## src/hdl/rrjs_pkg.sv

```systemverilog
// shared types and constants for the round-robin job scheduler
`default_nettype none

package rrjs_pkg;

   // default number of slots in the job ring
   localparam int QUEUE_DEPTH_DEF = 16;

   // field widths
   localparam int ID_W    = 8;
   localparam int BURST_W = 16;
   localparam int TIME_W  = 24;

   // operation codes of an input item
   typedef enum logic [0:0] {
      OP_ADD  = 1'b0,
      OP_TICK = 1'b1
   } op_type;

   // status codes of a result item
   typedef enum logic [1:0] {
      ST_ADDED = 2'd0,
      ST_FULL  = 2'd1,
      ST_RAN   = 2'd2,
      ST_IDLE  = 2'd3
   } status_type;

   // command held between front queue and engine
   typedef struct packed {
      op_type               operation;
      logic [ID_W-1:0]      job_id;
      logic [BURST_W-1:0]   burst_ticks;
   } cmd_type;

   // one entry of the job ring
   typedef struct packed {
      logic [ID_W-1:0]      id;
      logic [BURST_W-1:0]   burst;
      logic [BURST_W-1:0]   served;
   } slot_type;

   localparam int SLOT_W = $bits(slot_type);

   // one result item
   typedef struct packed {
      status_type           status;
      logic [ID_W-1:0]      running_id;
      logic [TIME_W-1:0]    shown_run_time;
      logic                 others_present;
      logic [ID_W-1:0]      tail_id;
      logic [BURST_W-1:0]   tail_remaining;
      logic [ID_W-1:0]      head_id;
      logic [BURST_W-1:0]   head_remaining;
      logic                 finished;
      logic [TIME_W-1:0]    reported_total;
   } rsp_type;

endpackage

`default_nettype wire

```

## src/hdl/rrjs_ram.sv

```systemverilog
// generic single-write single-read ram with registered read data
`default_nettype none

module rrjs_ram #(
   parameter int WIDTH = 8,
   parameter int DEPTH = 16
) (
   input  wire logic                     clock,
   input  wire logic                     wr_en,
   input  wire logic [$clog2(DEPTH)-1:0] wr_addr,
   input  wire logic [WIDTH-1:0]         wr_data,
   input  wire logic [$clog2(DEPTH)-1:0] rd_addr,
   output logic      [WIDTH-1:0]         rd_data
);

   logic [WIDTH-1:0] mem_ff [DEPTH];
   logic [WIDTH-1:0] rd_data_ff;

   // write port
   always_ff @(posedge clock) begin
      if (wr_en) begin
         mem_ff[wr_addr] <= wr_data;
      end
   end

   // registered read port
   always_ff @(posedge clock) begin
      rd_data_ff <= mem_ff[rd_addr];
   end

   assign rd_data = rd_data_ff;

endmodule

`default_nettype wire

```

## src/hdl/rrjs_cmd_queue.sv

```systemverilog
// two-entry front queue that takes request items and hands commands to the engine
`default_nettype none

module rrjs_cmd_queue (
   input  wire logic              clock,
   input  wire logic              reset,
   input  wire logic              req_valid,
   output logic                   req_stall,
   input  wire rrjs_pkg::cmd_type req_cmd,
   output logic                   cmd_valid,
   output rrjs_pkg::cmd_type      cmd,
   input  wire logic              cmd_pop
);

   rrjs_pkg::cmd_type entry_ff [2];
   logic              wr_ptr_ff;
   logic              wr_ptr_in;
   logic              rd_ptr_ff;
   logic              rd_ptr_in;
   logic [1:0]        count_ff;
   logic [1:0]        count_in;
   logic              push;

   // handshake
   assign req_stall = (count_ff == 2'd2);
   assign push      = req_valid && !req_stall;
   assign cmd_valid = (count_ff != 2'd0);
   assign cmd       = entry_ff[rd_ptr_ff];

   // pointer and fill update
   always_comb begin
      wr_ptr_in = wr_ptr_ff;
      rd_ptr_in = rd_ptr_ff;
      count_in  = count_ff;
      if (push) begin
         wr_ptr_in = ~wr_ptr_ff;
      end
      if (cmd_pop) begin
         rd_ptr_in = ~rd_ptr_ff;
      end
      if (push && !cmd_pop) begin
         count_in = count_ff + 2'd1;
      end else if (!push && cmd_pop) begin
         count_in = count_ff - 2'd1;
      end
   end

   always_ff @(posedge clock) begin
      if (reset) begin
         wr_ptr_ff <= 1'b0;
         rd_ptr_ff <= 1'b0;
         count_ff  <= 2'd0;
      end else begin
         wr_ptr_ff <= wr_ptr_in;
         rd_ptr_ff <= rd_ptr_in;
         count_ff  <= count_in;
      end
   end

   // item storage
   always_ff @(posedge clock) begin
      if (push) begin
         entry_ff[wr_ptr_ff] <= req_cmd;
      end
   end

endmodule

`default_nettype wire

```

## src/hdl/rrjs_engine.sv

```systemverilog
// back end: job ring, run sequencer and result register
`default_nettype none

module rrjs_engine #(
   parameter int QUEUE_DEPTH = rrjs_pkg::QUEUE_DEPTH_DEF
) (
   input  wire logic              clock,
   input  wire logic              reset,
   input  wire logic              cmd_valid,
   input  wire rrjs_pkg::cmd_type cmd,
   output logic                   cmd_pop,
   output logic                   rsp_valid,
   output rrjs_pkg::rsp_type      rsp,
   input  wire logic              rsp_stall
);

   localparam int PTR_W  = $clog2(QUEUE_DEPTH);
   localparam int CNT_W  = $clog2(QUEUE_DEPTH + 1);
   localparam int TIME_W = rrjs_pkg::TIME_W;
   localparam int BURST_W = rrjs_pkg::BURST_W;

   typedef enum logic [4:0] {
      S_IDLE   = 5'b00001,
      S_HEAD   = 5'b00010,
      S_NEXT   = 5'b00100,
      S_LAST   = 5'b01000,
      S_COMMIT = 5'b10000
   } eng_state_type;

   eng_state_type          state_ff, state_in;
   logic [PTR_W-1:0]       head_ff, head_in;
   logic [PTR_W-1:0]       tail_ff, tail_in;
   logic [CNT_W-1:0]       count_ff, count_in;
   logic [TIME_W-1:0]      elapsed_ff, elapsed_in;
   logic                   rsp_valid_ff, rsp_valid_in;
   rrjs_pkg::rsp_type      rsp_ff, rsp_in;
   rrjs_pkg::slot_type     cur_ff, cur_in;
   rrjs_pkg::slot_type     nxt_ff, nxt_in;
   rrjs_pkg::slot_type     lst_ff, lst_in;

   logic                   ram_we;
   rrjs_pkg::slot_type     ram_wdata;
   logic [PTR_W-1:0]       ram_raddr;
   logic [rrjs_pkg::SLOT_W-1:0] ram_rdata;

   logic                   out_free;
   logic [BURST_W-1:0]     served_inc;
   logic [TIME_W-1:0]      elapsed_inc;
   logic                   job_done;
   logic                   others;

   function automatic logic [PTR_W-1:0] wrap_next(input logic [PTR_W-1:0] p);
      return (p == PTR_W'(QUEUE_DEPTH - 1)) ? '0 : p + 1'b1;
   endfunction

   function automatic logic [PTR_W-1:0] wrap_prev(input logic [PTR_W-1:0] p);
      return (p == '0) ? PTR_W'(QUEUE_DEPTH - 1) : p - 1'b1;
   endfunction

   function automatic logic [TIME_W-1:0] sat_add(input logic [TIME_W-1:0] a,
                                                input logic [TIME_W-1:0] b);
      logic [TIME_W:0] s;
      s = {1'b0, a} + {1'b0, b};
      return s[TIME_W] ? '1 : s[TIME_W-1:0];
   endfunction

   function automatic logic [BURST_W-1:0] left_of(input rrjs_pkg::slot_type s);
      return (s.served >= s.burst) ? '0 : s.burst - s.served;
   endfunction

   // job ring storage
   rrjs_ram #(
      .WIDTH (rrjs_pkg::SLOT_W),
      .DEPTH (QUEUE_DEPTH)
   ) u_ring (
      .clock   (clock),
      .wr_en   (ram_we),
      .wr_addr (tail_ff),
      .wr_data (ram_wdata),
      .rd_addr (ram_raddr),
      .rd_data (ram_rdata)
   );

   // per-tick arithmetic on the taken job
   assign out_free    = !rsp_valid_ff || !rsp_stall;
   assign served_inc  = (cur_ff.served == '1) ? cur_ff.served : cur_ff.served + 1'b1;
   assign elapsed_inc = sat_add(elapsed_ff, TIME_W'(1));
   assign job_done    = !(served_inc < cur_ff.burst);
   assign others      = (count_ff > CNT_W'(1));

   // sequencer
   always_comb begin
      state_in     = state_ff;
      head_in      = head_ff;
      tail_in      = tail_ff;
      count_in     = count_ff;
      elapsed_in   = elapsed_ff;
      rsp_valid_in = rsp_valid_ff && rsp_stall;
      rsp_in       = rsp_ff;
      cur_in       = cur_ff;
      nxt_in       = nxt_ff;
      lst_in       = lst_ff;
      cmd_pop      = 1'b0;
      ram_we       = 1'b0;
      ram_wdata    = '0;
      ram_raddr    = head_ff;
      unique case (state_ff)
         S_IDLE: begin
            ram_raddr = head_ff;
            if (cmd_valid) begin
               if (cmd.operation == rrjs_pkg::OP_TICK && count_ff != '0) begin
                  cmd_pop  = 1'b1;
                  state_in = S_HEAD;
               end else if (out_free) begin
                  cmd_pop      = 1'b1;
                  rsp_valid_in = 1'b1;
                  rsp_in       = '0;
                  if (cmd.operation == rrjs_pkg::OP_TICK) begin
                     rsp_in.status = rrjs_pkg::ST_IDLE;
                  end else if (count_ff == CNT_W'(QUEUE_DEPTH)) begin
                     rsp_in.status = rrjs_pkg::ST_FULL;
                  end else begin
                     rsp_in.status    = rrjs_pkg::ST_ADDED;
                     ram_we           = 1'b1;
                     ram_wdata.id     = cmd.job_id;
                     ram_wdata.burst  = cmd.burst_ticks;
                     ram_wdata.served = '0;
                     tail_in          = wrap_next(tail_ff);
                     count_in         = count_ff + 1'b1;
                  end
               end
            end
         end
         S_HEAD: begin
            ram_raddr = wrap_next(head_ff);
            cur_in    = ram_rdata;
            state_in  = S_NEXT;
         end
         S_NEXT: begin
            ram_raddr = wrap_prev(tail_ff);
            nxt_in    = ram_rdata;
            state_in  = S_LAST;
         end
         S_LAST: begin
            lst_in   = ram_rdata;
            state_in = S_COMMIT;
         end
         S_COMMIT: begin
            if (out_free) begin
               rsp_valid_in          = 1'b1;
               rsp_in                = '0;
               rsp_in.status         = rrjs_pkg::ST_RAN;
               rsp_in.running_id     = cur_ff.id;
               rsp_in.shown_run_time = sat_add(TIME_W'(cur_ff.served), elapsed_ff);
               if (others) begin
                  rsp_in.others_present = 1'b1;
                  rsp_in.tail_id        = lst_ff.id;
                  rsp_in.tail_remaining = left_of(lst_ff);
                  rsp_in.head_id        = nxt_ff.id;
                  rsp_in.head_remaining = left_of(nxt_ff);
               end
               elapsed_in = elapsed_inc;
               head_in    = wrap_next(head_ff);
               if (job_done) begin
                  rsp_in.finished       = 1'b1;
                  rsp_in.reported_total = sat_add(TIME_W'(cur_ff.burst), elapsed_inc);
                  count_in              = count_ff - 1'b1;
               end else begin
                  ram_we           = 1'b1;
                  ram_wdata.id     = cur_ff.id;
                  ram_wdata.burst  = cur_ff.burst;
                  ram_wdata.served = served_inc;
                  tail_in          = wrap_next(tail_ff);
               end
               state_in = S_IDLE;
            end
         end
         default: begin
            state_in = S_IDLE;
         end
      endcase
   end

   // control state
   always_ff @(posedge clock) begin
      if (reset) begin
         state_ff     <= S_IDLE;
         head_ff      <= '0;
         tail_ff      <= '0;
         count_ff     <= '0;
         elapsed_ff   <= '0;
         rsp_valid_ff <= 1'b0;
      end else begin
         state_ff     <= state_in;
         head_ff      <= head_in;
         tail_ff      <= tail_in;
         count_ff     <= count_in;
         elapsed_ff   <= elapsed_in;
         rsp_valid_ff <= rsp_valid_in;
      end
   end

   // job and result payload
   always_ff @(posedge clock) begin
      rsp_ff <= rsp_in;
      cur_ff <= cur_in;
      nxt_ff <= nxt_in;
      lst_ff <= lst_in;
   end

   assign rsp_valid = rsp_valid_ff;
   assign rsp       = rsp_ff;

endmodule

`default_nettype wire

```

## src/hdl/round_robin_job_scheduler_top.sv

```systemverilog
// top level of the round-robin job scheduler, quantum of one tick
// an add or an idle tick gets its registered result straight from S_IDLE
// a tick that runs a job passes S_HEAD, S_NEXT and S_LAST, then registers its result in S_COMMIT
// throughput: adds and idle ticks 1 per cycle unless the result is stalled, a running tick
// holds the engine until S_COMMIT, set by the three job ring reads through its single read port
// reset: synchronous, empties the run queue and clears the elapsed count; ring data is not cleared
`default_nettype none

module round_robin_job_scheduler_top #(
   parameter int QUEUE_DEPTH = rrjs_pkg::QUEUE_DEPTH_DEF
) (
   input  wire logic        clock,
   input  wire logic        reset,
   input  wire logic        req_valid,
   output logic             req_stall,
   input  wire logic        req_operation,
   input  wire logic [7:0]  req_job_id,
   input  wire logic [15:0] req_burst_ticks,
   output logic             rsp_valid,
   input  wire logic        rsp_stall,
   output logic [1:0]       rsp_status,
   output logic [7:0]       rsp_running_id,
   output logic [23:0]      rsp_shown_run_time,
   output logic             rsp_others_present,
   output logic [7:0]       rsp_tail_id,
   output logic [15:0]      rsp_tail_remaining,
   output logic [7:0]       rsp_head_id,
   output logic [15:0]      rsp_head_remaining,
   output logic             rsp_finished,
   output logic [23:0]      rsp_reported_total
);

   rrjs_pkg::cmd_type req_cmd;
   rrjs_pkg::cmd_type cmd;
   logic              cmd_valid;
   logic              cmd_pop;
   rrjs_pkg::rsp_type rsp;

   // request item into command form
   always_comb begin
      req_cmd.operation   = rrjs_pkg::op_type'(req_operation);
      req_cmd.job_id      = req_job_id;
      req_cmd.burst_ticks = req_burst_ticks;
   end

   // front queue
   rrjs_cmd_queue u_front (
      .clock     (clock),
      .reset     (reset),
      .req_valid (req_valid),
      .req_stall (req_stall),
      .req_cmd   (req_cmd),
      .cmd_valid (cmd_valid),
      .cmd       (cmd),
      .cmd_pop   (cmd_pop)
   );

   // back end
   rrjs_engine #(
      .QUEUE_DEPTH (QUEUE_DEPTH)
   ) u_engine (
      .clock     (clock),
      .reset     (reset),
      .cmd_valid (cmd_valid),
      .cmd       (cmd),
      .cmd_pop   (cmd_pop),
      .rsp_valid (rsp_valid),
      .rsp       (rsp),
      .rsp_stall (rsp_stall)
   );

   // result fields
   assign rsp_status         = rsp.status;
   assign rsp_running_id     = rsp.running_id;
   assign rsp_shown_run_time = rsp.shown_run_time;
   assign rsp_others_present = rsp.others_present;
   assign rsp_tail_id        = rsp.tail_id;
   assign rsp_tail_remaining = rsp.tail_remaining;
   assign rsp_head_id        = rsp.head_id;
   assign rsp_head_remaining = rsp.head_remaining;
   assign rsp_finished       = rsp.finished;
   assign rsp_reported_total = rsp.reported_total;

   // engine only takes a command that the queue holds
   a_pop_has_item: assert property (@(posedge clock) disable iff (reset)
      cmd_pop |-> cmd_valid)
      else $error("command popped from empty front queue");

   // completion is only reported on a tick that ran a job
   a_finish_on_run: assert property (@(posedge clock) disable iff (reset)
      (rsp_valid && rsp_finished) |-> (rsp_status == rrjs_pkg::ST_RAN))
      else $error("finished flag on a result that did not run a job");

   // queue view fields are zero when no other job remains
   a_view_zero: assert property (@(posedge clock) disable iff (reset)
      (rsp_valid && !rsp_others_present) |->
         (rsp_tail_id == 8'd0 && rsp_head_id == 8'd0 &&
          rsp_tail_remaining == 16'd0 && rsp_head_remaining == 16'd0))
      else $error("queue view fields set without other jobs present");

   // a new result never appears straight out of reset
   a_rsp_from_cmd: assert property (@(posedge clock) disable iff (reset)
      (rsp_valid && !$past(rsp_valid)) |-> !$past(reset))
      else $error("result item appeared straight out of reset");

endmodule

`default_nettype wire

```

## config.mk

```make
export PLATFORM = sky130hd
export DESIGN_NAME = round_robin_job_scheduler_top
export DESIGN_NICKNAME = d
export VERILOG_FILES = /design/src/hdl/rrjs_pkg.sv /design/src/hdl/rrjs_ram.sv /design/src/hdl/rrjs_cmd_queue.sv /design/src/hdl/rrjs_engine.sv /design/src/hdl/round_robin_job_scheduler_top.sv
export SDC_FILE = /design/constraint.sdc
export NUM_CORES = 1
export LEC_CHECK = 0
export BUFFER_PORTS_ARGS = -buffer_cell sky130_fd_sc_hd__buf_2
export CAP_MARGIN = 40
export CORE_ASPECT_RATIO = 0.9
export CORE_MARGIN = 2
export CORE_UTILIZATION = 60
export CTS_BUF_LIST = sky130_fd_sc_hd__clkbuf_2
export CTS_CLUSTER_DIAMETER = 150
export DETAILED_ROUTE_END_ITERATION = 8
export MAX_ROUTING_LAYER = met4
export PLACE_DENSITY = 0.78
export SLEW_MARGIN = 40
export SYNTH_ARGS = -nofsm -noshare
export SYNTH_HDL_FRONTEND = slang
export SYNTH_SLANG_ARGS = --single-unit
```

## constraint.sdc

```tcl
create_clock -name clock -period 8.1 [get_ports clock]
set_input_delay 1.62 -clock clock [delete_from_list [all_inputs] [get_ports clock]]
set_output_delay 1.62 -clock clock [all_outputs]
set_load 0.01 [all_outputs]
```

==> summary.md <==
| Metric | Value |
|---|---|
| Drt initial violations | 3,522 |
| DRT Pass-1 Iters | 8 |
| Place WS | 2510 ps |
| Clock Sinks | 1,006 |
| Fin. Hold Viols | 0 |
| Max Fanout on Critical Path | 35 |
| # DRC | 0 |
| Max-slew violation count | 0 |
| Worst-case clock skew | 149 ps |
| GPL Wtd Cong | 0.965 |
| Synth Net Count | about 3,300 |
| Initial Util | 0.605 |
| Placed cells | between 4,000 and 5,000 |
| Largest net degree at the start of global routing | 188 |
| CP required | about 9200 ps |
| Worst VDD drop | between 0.2 and 0.25 mV |
| Max-Cap Viols | 0 |
| Worst Path Arrival | 6740 ps |
| # hold bufs at CTS | 0 |
| Setup ws final | 2490 ps |
| Area growth syn-to-layout | 10.9% |
| Fin crit period | 5610 ps |
| Grt ovf | 0 |
| Ys Warns | 0 |
| FFs w/ async S/R, synth | 0 |
| Via count | 28,200 |
| Total Routed Length | roughly 110,000 µm |
| Register area share after synthesis | 0.692 |
| Die height | 256 µm |
| Worst Max-Slew Pin Slew | 933 ps |
| GRT Overall Usage | 0.300 |
| Crit. End Element | flip-flop |
| Routed vias/inst | 6.15 |
| Die width | around 280 µm |
| Root Buffer | clkbuf_2 |
| First-pass GRT wire length | 161,000 µm |
| Power Dens Cells | 243 mW/mm² |
| Fin cells | between 4,000 and 5,000 |
| Worst-path clk slew | 110 ps |
| Routed len/inst | 23.1 µm |
| Total setup buffers inserted after CTS | 0 |
| EDFF count, synth | 918 |
| Commonest cells after routing, fill and taps aside | edfxtp_1 (918), nand2_1 (420), clkbuf_2 (355) |
| Layout cells sized above 1 | 0.184 |
| Dpl cell area | approximately 0.045 mm² |
| Ports | ~140 |
| Yosys cell types | 74 |
| HP Class | in2reg |
| Port Buf Inserts | 138 |
| Worst-skew pair later-pin latency | between 1500 and 2000 ps |
| Post-cts resize count | 0 |
| Syn_area_per_cell | between 10 and 15 µm² |
| FMAX | 178 MHz |
| CTS tree | yes |
| CTS buffer count | 227 |
| Setup_tns | 0 ps |
| Mapped Area | 0.0424 mm² |
| Design Area, Final | 0.0470 mm² |
| Rel. slew slack | 0.378 |
| Type of element launching the critical path | flip-flop |
| # H-tree levels | 4 |
| Critical setup path kind | reg2reg |
| # rows | about 90 |
| RSZ-0062 raised after global routing | false |
| Initial antenna violation count | 5 |
| Fin nets | 3,571 |
| Clock buffer depth | 3 |
| Synth Flop Type | edfxtp_1 |
| Die ar. | just over 0.07 mm² |
| Number of global-route vias before repair | 27,300 |
| Detailed placer's ending HPWL | 69,000 µm |
| Routed Antenna Nets | 0 |
| Core area | ~0.070 mm² |
| Static leakage | 16.9 nW |
| Setup violators final | 0 |
| Seq cells post-synth | 1,006 |
| Tot Pwr | around 0.011 W |
| Fin crit share | 0.692 |
| Status | finished, final reports clean |
| Post-Synthesis Cells | ~3,200 |
| Leading cell type in the layout, fill and taps excluded | edfxtp_1 |
[critical path, cell delays in order, from the launching register on]
cell	delay (ps)
edfxtp_1	510
ha_1	280
nand3_1	160
nor4_4	80
nand4b_1	310
nor3_1	400
nand3_1	150
xnor2_1	230
ha_1	290
a21o_1	160
a21o_1	160
a21oi_1	270
nand2_1	210
a21oi_2	160
buf_4	380
o21ai_1	370
nor2_4	720
buf_4	440
[sequential cells by signal (all words and copies together) (netlist names), named ones only]
register and count:
u_engine.count_ff 5, u_engine.cur_ff 40, u_engine.elapsed_ff 24, u_engine.head_ff 4, u_engine.lst_ff 40, u_engine.nxt_ff 40, u_engine.rsp 108, u_engine.rsp_valid 1
u_engine.state_ff 5, u_engine.tail_ff 4, u_engine.u_ring.mem_ff 640, u_engine.u_ring.rd_data 40, u_front.count_ff 2, u_front.entry_ff 50, u_front.rd_ptr_ff 1, u_front.wr_ptr_ff 1
[power breakdown]
group          switching [W]  internal [W]  leakage [nW]
logic                0.00104      0.000406          6.15
clock network        0.00201       0.00128          1.70
registers           0.000245       0.00644          9.09
total                0.00330       0.00812          16.9
[cell type report]
type	instances	area, µm²
inverters	87	329
repair buffers	214	1580
fillers	4911	23000
clock inverters	72	467
well taps	940	1180
multi-input cells	1911	12300
diodes	7	17.5
flip-flops and latches	1006	29300
clock buffers	355	1780
[synthesized netlist by cell type (5+ instances only)]
cell / number / area, µm²
a211oi_1: 212 / 1590
nand2_1: 421 / 1580
dfxtp_1: 88 / 1760
and2_1: 194 / 1210
o21ai_0: 60 / 300
nor2b_1: 13 / 81.3
ha_1: 91 / 1140
buf_1: 11 / 41.3
o31a_1: 8 / 70.1
xnor2_1: 37 / 324
nand4_1: 20 / 125
or2_2: 5 / 31.3
a21oi_1: 191 / 956
o21a_1: 11 / 82.6
and2_0: 10 / 62.6
xor2_1: 49 / 429
nor3b_1: 6 / 45.0
a21o_1: 29 / 218
a211o_1: 5 / 43.8
mux2i_1: 25 / 250
nand2b_1: 16 / 100
edfxtp_1: 918 / 27600
nor3_1: 32 / 160
or4_1: 5 / 37.5
nand3_1: 32 / 160
o22ai_1: 17 / 106
o21bai_1: 6 / 45.0
or3_1: 10 / 62.6
o211ai_1: 8 / 60.1
inv_1: 87 / 327
clkbuf_1: 166 / 623
nor2_1: 120 / 450
a311oi_1: 96 / 841
a31oi_1: 98 / 613
and3_1: 11 / 68.8
o31ai_1: 5 / 37.5
nor4_1: 9 / 56.3
[cell families (layout without fill, tap and decap cells)]
logic type / Yosys count / in the layout / synth area share
AO/OA/AOI/OAI: 781 / 781 / 0.126
XOR/XNOR: 86 / 86 / 0.0178
adder cells (fa/ha/maj): 95 / 95 / 0.0288
buffers and inverters: 270 / 728 / 0.0245
flip-flops: 1006 / 1006 / 0.692
multiplexers: 28 / 28 / 0.00670
other: 0 / 7 / 0
AND/OR/NAND/NOR: 921 / 921 / 0.104
[per-layer routing]
| layer | share of wire | GRT usage | up-vias |
|---|---|---|---|
| met3 | 0.092 | 0.0620 | 198 |
| met5 | 0 | - | - |
| met4 | 0.030 | 0.115 | 0 |
| met2 | 0.48 | 0.461 | 1531 |
| li1 | - | - | 12800 |
| met1 | 0.40 | 0.398 | 13700 |
[per-stage QoR]
| step | utilization | hold slack (ps) |
|---|---|---|
| detailed placement | 0.638 | 452 |
| finish | 0.672 | 259 |
| global placement | 0.631 | 450 |
| floorplan | - | 421 |
| global route | 0.671 | 152 |
| CTS | 0.670 | 81.3 |
[path summary, 6_finish.rpt]
check | startpoint | endpoint | slack [ps] | cells past startpoint
worst max-delay path | u_engine.cur_ff[0]$_DFFE_PP_ | u_engine.u_ring.mem_ff[5][7]$_DFFE_PP_ | 2490 | 17
worst min register to register | u_engine.u_ring.rd_data[39]$_DFF_P_ | u_engine.cur_ff[39]$_DFFE_PP_ | 460 | 0
worst max register to register | u_engine.cur_ff[0]$_DFFE_PP_ | u_engine.u_ring.mem_ff[5][7]$_DFFE_PP_ | 2490 | 17
worst min-delay path | req_job_id[4] | u_front.entry_ff[1][20]$_DFFE_PP_ | 260 | 1
Note: power is estimated with default switching activity, not from simulation.
